**config.mk**
```make
export PLATFORM = sky130hd
export DESIGN_NAME = charger_auto_current_control
export DESIGN_NICKNAME = d
export VERILOG_FILES = /design/src/rtl/core/cacc_pkg.sv /design/src/rtl/core/cacc_div.sv /design/src/rtl/core/charger_auto_current_control.sv
export SDC_FILE = /design/constraint.sdc
export NUM_CORES = 2
export LEC_CHECK = 0
export BUFFER_PORTS_ARGS = -buffer_cell sky130_fd_sc_hd__buf_2
export CAP_MARGIN = 20
export CELL_PAD_IN_SITES_DETAIL_PLACEMENT = 0
export CELL_PAD_IN_SITES_GLOBAL_PLACEMENT = 1
export CORE_MARGIN = 5
export CORE_UTILIZATION = 35
export CTS_CLUSTER_SIZE = 10
export DETAILED_ROUTE_END_ITERATION = 10
export PLACE_DENSITY = 0.64
export SKIP_CTS_REPAIR_TIMING = 1
export SYNTH_ARGS = -nofsm -noshare
export SYNTH_HDL_FRONTEND = slang
export SYNTH_SLANG_ARGS = --single-unit
```
**constraint.sdc**
```tcl
create_clock -name clock -period 13.04 [get_ports clock]
set_clock_uncertainty 0.05 [all_clocks]
set_input_delay 0.652 -clock clock [delete_from_list [all_inputs] [get_ports clock]]
set_output_delay 0.652 -clock clock [all_outputs]
set_load 0.005 [all_outputs]
```
**src/rtl/core/cacc_pkg.sv**
```systemverilog
// Shared constants, widths and helpers for the charger current controller.
package cacc_pkg;
   localparam int SHUTDOWN_DELAY_MS   = 60000;
   localparam int REQUEST_INTERVAL_MS = 2500;
   localparam int COUNT_RELOAD        = 10;
   localparam int VOLTAGE_PERIOD_MS   = 60000;
   localparam int INVERTER_BLOCK_MS   = 1000;
   localparam int SWITCH_ON_CA        = 75;
   localparam int EMERGENCY_CLEAR_CA  = 100;

   localparam int DIV_NUM_W = 30;
   localparam int DIV_DEN_W = 16;
   localparam int DIV_CNT_W = $clog2(DIV_NUM_W);

   localparam logic [2:0] CSR_MODE      = 3'd0;
   localparam logic [2:0] CSR_OPTIONS   = 3'd1;
   localparam logic [2:0] CSR_VSET      = 3'd2;
   localparam logic [2:0] CSR_REEN_V    = 3'd3;
   localparam logic [2:0] CSR_TARGET    = 3'd4;
   localparam logic [2:0] CSR_LOWER     = 3'd5;
   localparam logic [2:0] CSR_UPPER     = 3'd6;
   localparam logic [2:0] CSR_STOP_LVL  = 3'd7;

   localparam logic CMD_VOLTAGE = 1'b0;
   localparam logic CMD_CURRENT = 1'b1;

   typedef struct packed {
      logic                 start;
      logic [DIV_NUM_W-1:0] num;
      logic [DIV_DEN_W-1:0] den;
   } div_req_type;

   // a later than b, wrap-safe
   function automatic logic later(input logic [31:0] a, input logic [31:0] b);
      logic [31:0] d;
      d = a - b;
      return (d != 32'd0) && !d[31];
   endfunction
endpackage

```
**src/rtl/core/cacc_div.sv**
```systemverilog
// Bit-serial restoring divider, one quotient bit per cycle.
module cacc_div (
   input  logic                          clock,
   input  logic                          reset,
   input  cacc_pkg::div_req_type         req,
   output logic                          done,
   output logic [cacc_pkg::DIV_NUM_W-1:0] quo
);
   import cacc_pkg::*;

   logic [DIV_NUM_W-1:0] quo_ff, quo_in;
   logic [DIV_DEN_W:0]   rem_ff, rem_in;
   logic [DIV_DEN_W-1:0] den_ff, den_in;
   logic [DIV_CNT_W-1:0] cnt_ff, cnt_in;
   logic                 busy_ff, busy_in;
   logic                 done_ff, done_in;
   logic [DIV_DEN_W:0]   rem_sh;
   logic                 ge;

   assign rem_sh = {rem_ff[DIV_DEN_W-1:0], quo_ff[DIV_NUM_W-1]};
   assign ge     = rem_sh >= {1'b0, den_ff};

   always_comb begin
      quo_in  = quo_ff;
      rem_in  = rem_ff;
      den_in  = den_ff;
      cnt_in  = cnt_ff;
      busy_in = busy_ff;
      done_in = 1'b0;
      if (req.start) begin
         quo_in  = req.num;
         rem_in  = '0;
         den_in  = req.den;
         cnt_in  = '0;
         busy_in = 1'b1;
      end else if (busy_ff) begin
         quo_in = {quo_ff[DIV_NUM_W-2:0], ge};
         rem_in = ge ? (rem_sh - {1'b0, den_ff}) : rem_sh;
         cnt_in = cnt_ff + 1'b1;
         if (cnt_ff == DIV_CNT_W'(DIV_NUM_W - 1)) begin
            busy_in = 1'b0;
            done_in = 1'b1;
         end
      end
   end

   always_ff @(posedge clock) begin
      quo_ff <= quo_in;
      rem_ff <= rem_in;
      den_ff <= den_in;
      cnt_ff <= cnt_in;
      if (reset) begin
         busy_ff <= 1'b0;
         done_ff <= 1'b0;
      end else begin
         busy_ff <= busy_in;
         done_ff <= done_in;
      end
   end

   assign done = done_ff;
   assign quo  = quo_ff;
endmodule

```
**src/rtl/core/charger_auto_current_control.sv**
```systemverilog
// Top level: tick sequencer, timers, switch state and result buffer.
// Accept to first result beat: S_PRE, then S_OUT when there is no division; S_TDIV and
// S_LIM come between after the power-limit division; S_MUL, S_CSTRT, S_CDIV and S_FIN
// on the emergency path and when regulation divides for current (30-step divisions).
// One tick at a time: next beat taken the cycle after the last result.
// Reset (synchronous): configuration, timers, flags and counters to zero, stop level 100, switch off.
module charger_auto_current_control (
   input  logic         clock,
   input  logic         reset,
   // now_ms, out_voltage_cv, out_current_ca, out_power_w, efficiency_pm,
   // meter_power_w, meter_stamp_ms, inverter_active, urgent_request,
   // charge_level, bms_limit_ca, bms_current_ca (lowest bits first)
   input  logic [191:0] req_tdata,
   input  logic         req_tvalid,
   output logic         req_tready,
   // setpoint, power_on (lowest bits first)
   output logic [23:0]  rsp_tdata,
   output logic         rsp_tuser,   // command
   output logic         rsp_tlast,
   output logic         rsp_tvalid,
   input  logic         rsp_tready,
   input  logic         csr_wen,
   input  logic [2:0]   csr_addr,
   input  logic [15:0]  csr_wdata
);
   import cacc_pkg::*;

   localparam logic [3:0] S_IDLE  = 4'd0;
   localparam logic [3:0] S_PRE   = 4'd1;
   localparam logic [3:0] S_TDIV  = 4'd2;
   localparam logic [3:0] S_LIM   = 4'd3;
   localparam logic [3:0] S_MUL   = 4'd4;
   localparam logic [3:0] S_CSTRT = 4'd5;
   localparam logic [3:0] S_CDIV  = 4'd6;
   localparam logic [3:0] S_FIN   = 4'd7;
   localparam logic [3:0] S_OUT   = 4'd8;

   // configuration
   logic [1:0]  mode_ff, opt_ff;
   logic [15:0] vset_ff, reen_ff, lower_ff, upper_ff;
   logic signed [15:0] target_ff;
   logic [6:0]  stop_ff;

   // latched tick fields
   logic [31:0] now_ff, stamp_ff;
   logic [15:0] volt_ff, cur_ff, opow_ff, bmslim_ff;
   logic [9:0]  effm_ff;
   logic signed [23:0] meter_ff;
   logic        inv_ff, urg_ff;
   logic [6:0]  level_ff;
   logic signed [16:0] bmscur_ff;

   // state
   logic [31:0] since_ff, since_in, nextv_ff, nextv_in, blk_ff, blk_in, lastm_ff, lastm_in;
   logic [3:0]  cnt_ff, cnt_in;
   logic        emg_ff, emg_in, sw_ff, sw_in;
   logic [3:0]  st_ff, st_in;
   logic        epath_ff, epath_in;     // emergency current path
   logic        tneg_ff, tneg_in;       // sign of the power-limit division
   logic [15:0] mulb_ff, mulb_in;
   logic [25:0] prod_ff, prod_in;

   // result buffer
   logic        rcmd_ff [2];
   logic [15:0] rsp_ff  [2];
   logic        rpw_ff  [2];
   logic        rcmd_in [2];
   logic [15:0] rsp_in  [2];
   logic        rpw_in  [2];
   logic [1:0]  rn_ff, rn_in;
   logic        rd_ff, rd_in;

   div_req_type          dreq;
   logic                 ddone;
   logic [DIV_NUM_W-1:0] dquo;

   logic [9:0]  eff;
   logic        acc;
   logic        snd;
   logic signed [31:0] sval;
   logic [15:0] sclamp;
   logic signed [27:0] qs, limit;
   logic [25:0] tmag;
   logic signed [31:0] calc, allowed, outv;
   logic [3:0]  cnt_use;

   cacc_div u_div (
      .clock (clock),
      .reset (reset),
      .req   (dreq),
      .done  (ddone),
      .quo   (dquo)
   );

   assign eff        = (effm_ff > 10'd500) ? effm_ff : 10'd1000;
   assign req_tready = (st_ff == S_IDLE);
   assign acc        = req_tvalid && req_tready;
   assign tmag       = 26'(target_ff[15] ? -32'(target_ff) : 32'(target_ff)) * 26'd1000;

   always_comb begin
      since_in = since_ff; nextv_in = nextv_ff; blk_in = blk_ff; lastm_in = lastm_ff;
      cnt_in = cnt_ff; emg_in = emg_ff; sw_in = sw_ff; st_in = st_ff;
      epath_in = epath_ff; tneg_in = tneg_ff; mulb_in = mulb_ff; prod_in = prod_ff;
      rcmd_in = rcmd_ff; rsp_in = rsp_ff; rpw_in = rpw_ff; rn_in = rn_ff; rd_in = rd_ff;
      dreq = '0;
      snd = 1'b0;
      sval = '0;
      sclamp = '0;
      qs = '0;
      limit = '0;
      calc = '0;
      allowed = '0;
      outv = '0;
      cnt_use = cnt_ff;

      case (st_ff)
         S_IDLE: begin
            if (acc) begin
               rn_in = '0;
               rd_in = 1'b0;
               st_in = S_PRE;
            end
         end
         S_PRE: begin
            st_in = S_OUT;
            if (cur_ff > 16'(SWITCH_ON_CA)) since_in = now_ff;
            if (later(now_ff, since_in + 32'(SHUTDOWN_DELAY_MS)) && mode_ff[1]) sw_in = 1'b0;
            if ((mode_ff == 2'd3 || emg_ff) && later(now_ff, nextv_ff)) begin
               rcmd_in[0] = CMD_VOLTAGE;
               rsp_in[0]  = vset_ff;
               rpw_in[0]  = sw_in;
               rn_in      = 2'd1;
               nextv_in   = now_ff + 32'(VOLTAGE_PERIOD_MS);
            end
            epath_in = 1'b0;
            if (opt_ff[0] && urg_ff) begin
               emg_in   = 1'b1;
               epath_in = 1'b1;
               mulb_in  = upper_ff;
               st_in    = S_MUL;
            end else if (emg_ff && !urg_ff) begin
               snd = 1'b1;
               if (cur_ff < 16'(EMERGENCY_CLEAR_CA)) emg_in = 1'b0;
            end else if (mode_ff == 2'd3 && !later(blk_ff, now_ff)) begin
               if (volt_ff < reen_ff) cnt_use = 4'(COUNT_RELOAD);
               cnt_in = cnt_use;
               if (inv_ff) begin
                  snd    = 1'b1;
                  blk_in = now_ff + 32'(INVERTER_BLOCK_MS);
               end else if (later(stamp_ff, lastm_ff) && cnt_use != 4'd0) begin
                  lastm_in   = stamp_ff;
                  tneg_in    = target_ff[15];
                  dreq.start = 1'b1;
                  dreq.num   = DIV_NUM_W'(tmag);
                  dreq.den   = DIV_DEN_W'(eff);
                  st_in      = S_TDIV;
               end
            end
         end
         S_TDIV: begin
            if (ddone) st_in = S_LIM;
         end
         S_LIM: begin
            st_in = S_OUT;
            qs    = tneg_ff ? -28'(dquo) : 28'(dquo);
            limit = -28'(meter_ff) + 28'(opow_ff) + qs;
            if (opt_ff[1] && level_ff >= stop_ff) limit = '0;
            if (limit > $signed(28'(lower_ff))) begin
               if (opow_ff < lower_ff) cnt_in = cnt_ff - 4'd1;
               else cnt_in = 4'(COUNT_RELOAD);
               if (opow_ff < lower_ff && cnt_in == 4'd0) begin
                  snd = 1'b1;
               end else begin
                  mulb_in = (limit > $signed(28'(upper_ff))) ? upper_ff : limit[15:0];
                  st_in   = S_MUL;
               end
            end else begin
               snd = 1'b1;
            end
         end
         S_MUL: begin
            prod_in = 26'(eff) * 26'(mulb_ff);
            st_in   = S_CSTRT;
         end
         S_CSTRT: begin
            if (volt_ff == 16'd0) begin
               st_in = S_FIN;
            end else begin
               dreq.start = 1'b1;
               dreq.num   = (DIV_NUM_W'(prod_ff) << 3) + (DIV_NUM_W'(prod_ff) << 1);
               dreq.den   = volt_ff;
               st_in      = S_CDIV;
            end
         end
         S_CDIV: begin
            if (ddone) st_in = S_FIN;
         end
         S_FIN: begin
            calc    = (volt_ff == 16'd0) ? 32'sd65535 : 32'(dquo);
            allowed = 32'(bmslim_ff) - 32'(bmscur_ff) + 32'(cur_ff);
            outv    = (!epath_ff && allowed < calc) ? allowed : calc;
            snd     = 1'b1;
            sval    = outv;
            if (!epath_ff) blk_in = now_ff + 32'(2 * REQUEST_INTERVAL_MS);
            st_in   = S_OUT;
         end
         S_OUT: begin
            if (rn_ff == 2'd0) begin
               st_in = S_IDLE;
            end else if (rsp_tready) begin
               rd_in = 1'b1;
               if (rd_ff || rn_ff == 2'd1) st_in = S_IDLE;
            end
         end
         default: st_in = S_IDLE;
      endcase

      // current command: clamp, drive the switch, queue
      if (snd) begin
         sclamp = sval < 0 ? 16'd0 : (sval > 32'sd65535 ? 16'hFFFF : sval[15:0]);
         if (sclamp > 16'(SWITCH_ON_CA) && mode_ff[1]) begin
            sw_in    = 1'b1;
            since_in = now_ff;
         end
         rcmd_in[rn_in[0]] = CMD_CURRENT;
         rsp_in[rn_in[0]]  = sclamp;
         rpw_in[rn_in[0]]  = sw_in;
         rn_in             = rn_in + 2'd1;
      end
   end

   always_ff @(posedge clock) begin
      if (acc) begin
         now_ff    <= req_tdata[31:0];
         volt_ff   <= req_tdata[47:32];
         cur_ff    <= req_tdata[63:48];
         opow_ff   <= req_tdata[79:64];
         effm_ff   <= req_tdata[89:80];
         meter_ff  <= req_tdata[113:90];
         stamp_ff  <= req_tdata[145:114];
         inv_ff    <= req_tdata[146];
         urg_ff    <= req_tdata[147];
         level_ff  <= req_tdata[154:148];
         bmslim_ff <= req_tdata[170:155];
         bmscur_ff <= req_tdata[187:171];
      end
      epath_ff <= epath_in;
      tneg_ff  <= tneg_in;
      mulb_ff  <= mulb_in;
      prod_ff  <= prod_in;
      rcmd_ff  <= rcmd_in;
      rsp_ff   <= rsp_in;
      rpw_ff   <= rpw_in;
      rd_ff    <= rd_in;
      if (reset) begin
         mode_ff <= '0; opt_ff <= '0; vset_ff <= '0; reen_ff <= '0;
         target_ff <= '0; lower_ff <= '0; upper_ff <= '0; stop_ff <= 7'd100;
         since_ff <= '0; nextv_ff <= '0; blk_ff <= '0; lastm_ff <= '0;
         cnt_ff <= '0; emg_ff <= 1'b0; sw_ff <= 1'b0;
         st_ff <= S_IDLE; rn_ff <= '0;
      end else begin
         since_ff <= since_in; nextv_ff <= nextv_in; blk_ff <= blk_in;
         lastm_ff <= lastm_in; cnt_ff <= cnt_in; emg_ff <= emg_in; sw_ff <= sw_in;
         st_ff <= st_in; rn_ff <= rn_in;
         if (csr_wen) begin
            case (csr_addr)
               CSR_MODE:     mode_ff   <= csr_wdata[1:0];
               CSR_OPTIONS:  opt_ff    <= csr_wdata[1:0];
               CSR_VSET:     vset_ff   <= csr_wdata;
               CSR_REEN_V:   reen_ff   <= csr_wdata;
               CSR_TARGET:   target_ff <= csr_wdata;
               CSR_LOWER:    lower_ff  <= csr_wdata;
               CSR_UPPER:    upper_ff  <= csr_wdata;
               CSR_STOP_LVL: stop_ff   <= csr_wdata[6:0];
               default: ;
            endcase
         end
      end
   end

   assign rsp_tvalid = (st_ff == S_OUT) && (rn_ff != 2'd0);
   assign rsp_tdata  = {7'd0, rpw_ff[rd_ff], rsp_ff[rd_ff]};
   assign rsp_tuser  = rcmd_ff[rd_ff];
   assign rsp_tlast  = rd_ff || (rn_ff == 2'd1);

`ifndef SYNTH
   a_rn_max: assert property (@(posedge clock) disable iff (reset) rn_ff != 2'd3)
      else $error("result count overflow");
   a_div_wait: assert property (@(posedge clock) disable iff (reset)
      ddone |-> (st_ff == S_TDIV || st_ff == S_CDIV))
      else $error("divider finished outside a wait state");
   a_out_idle: assert property (@(posedge clock) disable iff (reset)
      (rsp_tvalid && rsp_tready && rsp_tlast) |=> st_ff == S_IDLE)
      else $error("sequencer did not return to idle after last beat");
`endif
endmodule

```
==> flow_metrics.tcl <==
set metrics [dict create \
    io_pins 244 \
    clk_pin_slew_ns 0.07 \
    fin_crit_ns 7.95 \
    avgSynthCellArea_um2 9.00 \
    p_int_mw 3.96 \
    hold_class "in -> reg" \
    clock_sinks 569 \
    synth_area_leaders "edfxtp_1 19%, ha_1 12%, dfxtp_1 11%" \
    htreeDepth 3 \
    die-height_um 379 \
    crit_start "u_div.quo[0]" \
    wl_mm 153 \
    power_frac_seq_pct 33.9 \
    regArea_um2 14400 \
    finalSetupTns_ns 0 \
    fill_cells 13800 \
    die_x_um 379 \
    r2r_start "u_div.quo[0]" \
    cts_root_buf "clkbuf_16" \
    finalHoldViolCount 0 \
    final-instance-count-excl-fill 7289 \
    power_mw 6.10 \
    fin_crit_sh_pct 61.0 \
    fp-row-count 135 \
    clkPwrFrac_pct 33.9 \
    grt_usage_pct 21.0 \
    drt_iter0_markers 2478 \
    syn_inst 5289 \
    hpwl_mm 118 \
    max_slew_margin_pct 18.5 \
    r2r_cells 26 \
    ys_types 103 \
    critPathCaptureType "register" \
    vias_per_cell 5.42 \
    critPathKind "reg -> reg" \
    synth_common_cells "557 x inv_1, 507 x nand2_1, 463 x ha_1, 385 x a21oi_1, 356 x nor2_1" \
    cts_made_buffers 75 \
    grt_start_max_net_pins 118 \
    drc 0 \
    area_growth_pct 11.6 \
    yosysWarnings 0 \
    path_max_fanout 17 \
    drv_slew 0 \
    initial_core_util_pct 35.2 \
    rrSetupSlack_ns 5.09 \
    switching_share_pct 35.2 \
    routedWlPerCell_um 21.0 \
    setup-violations-final 0 \
    synthArstFlopShare_pct 0 \
    drive_gt1_share_pct 10.2 \
    yosys.area.top_type "edfxtp_1" \
    status "completed" \
    die_area_um2 144000 \
    port_buffers 232 \
    p_switching_mw 2.15 \
    critPathLaunchType "register" \
    dp_cells 7143 \
    ir_worst_vdd_uv 94.0 \
    multiInputGateArea_um2 30400 \
    grt_pass1_wl_mm 233 \
    ys_seq_area_share_pct 30.2 \
    ant_nets 0 \
    drv_cap 0 \
    clockBufferDepth 3 \
    synth_top_area_share_pct 18.7 \
    clkLatencyLatePin_ns 0.69 \
    ys.flop_type "edfxtp_1" \
    drt_pre_antenna_iters 5 \
    pwr-share-comb_pct 32.1 \
    yosysMostFrequentCell "inv_1" \
    nets 6334 \
    worst_pin_slew_ns 1.21 \
    worstPathArrival_ns 8.18 \
    place_congestion 0.865 \
    grt_overflow 0 \
    netlist_area_um2 47600 \
    cp.required_ns 13.27 \
    vias 39500 \
    cts_tree "built" \
    rsz0062_at_grt "false" \
    antenna_found_initial 6 \
    stdcell_area_um2 53100 \
    leakagePower_nw 22.7 \
    synth_edf_count 297 \
    grt_pass1_vias 39000 \
    max_freq_mhz 126 \
    pwr_density_cell_nw_per_um2 115 \
    ys_ff_latch 569 \
    placed_cell_area_um2 50700 \
    core_area_um2 135000 \
]
==> registers in the layout, indices dropped and copies added, names as in the netlist, 17 cells and up, named ones only <==
signal / count
blk_ff: 32
bmscur_ff: 17
lastm_ff: 32
meter_ff: 24
nextv_ff: 32
now_ff: 32
prod_ff: 26
since_ff: 32
stamp_ff: 32
u_div.quo: 30
==> per-stage QoR <==
| stage | setup slack (ns) | utilization [%] | hold WS [ns] |
|---|---|---|---|
| CTS | 4.93 | 39.3 | 0.00867 |
| global route | 4.38 | 39.3 | 0.0303 |
| detailed placement | 4.98 | 37.5 | 0.393 |
| global placement | 5.02 | 37.5 | 0.381 |
| finish | 5.09 | 39.3 | 0.0785 |
| floorplan | 6.15 | - | 0.372 |
==> worst min path at each step <==
| stage | start | end | slack [ns] | cells past startpoint |
|---|---|---|---|---|
| final | req_tdata[122] | stamp_ff[8] | 0.08 | 1 |
| after global routing | req_tdata[122] | stamp_ff[8] | 0.03 | 1 |
| after CTS | req_tdata[122] | stamp_ff[8] | 0.009 | 1 |
| after detailed placement | rcmd_ff[1] | rcmd_ff[1] | 0.39 | 1 |
| after global placement | rcmd_ff[1] | rcmd_ff[1] | 0.38 | 1 |
| after floorplan | rcmd_ff[1] | rcmd_ff[1] | 0.37 | 1 |
==> cells in the final DEF, fill, tap and decap left out, drive strengths merged, types with 191 or more instances in the layout <==
cell type	Yosys	routed
a21oi	385	385
buf	41	287
dfxtp	272	272
edfxtp	297	297
fa	215	215
ha	463	463
inv	557	560
nand2	507	507
nor2	356	356
o21ai	191	191
==> final cells by class <==
cell class	instances	share of cell area (%)
multi-input cells	3947	57.2
flip-flops and latches	569	27.0
well taps	1781	4.19
inverters	558	3.96
clock buffers	109	3.90
repair buffers	289	3.02
clock inverters	29	0.608
diodes	7	0.0330
==> critical path, stage by stage, from the launching register on <==
cell,delay (ns)
edfxtp_1,0.54
inv_1,0.24
ha_1,0.29
nand2b_1,0.16
xnor2_1,0.47
fa_1,0.51
ha_1,0.37
a211oi_1,0.34
o21bai_1,0.14
a21oi_1,0.62
o21bai_1,0.21
a21o_1,0.21
a21oi_1,0.16
xor2_1,0.09
nor2_1,0.19
ha_1,0.18
a21o_1,0.11
a21o_1,0.12
a21oi_1,0.08
nand2_1,0.06
nor2_1,0.04
a211oi_1,0.44
nor3_1,0.12
nand4bb_1,0.52
o311ai_4,0.51
nand2_1,0.19
ha_1,0.57
==> cell families after synthesis <==
family / after synthesis / share of synthesized area (%)
and+or+nand+nor: 1580 / 16.1
buffers and inverters: 794 / 6.37
adders and majority gates: 678 / 21.2
DFF: 569 / 30.2
other: 2 / 0.0158
xor gates and xnor gates: 231 / 4.25
muxes: 188 / 4.26
AOI/OAI and AO/OA: 1247 / 17.6
==> routing by layer <==
layer,wire length [um],track usage [%]
met5,0,0
met4,4890,6.56
met3,7350,3.24
met2,71400,34.8
met1,69300,28.3
==> power by group through the flow <==
stage,Clock (mW),Sequential [mW],Combinational [mW]
after floorplan,0,2.08,1.42
after global placement,0,2.11,1.94
after detailed placement,0,2.11,1.95
after CTS,2.13,2.07,1.96
after global routing,2.21,2.08,2.21
final,2.07,2.07,1.96
Power figures use the tool's default switching activity.
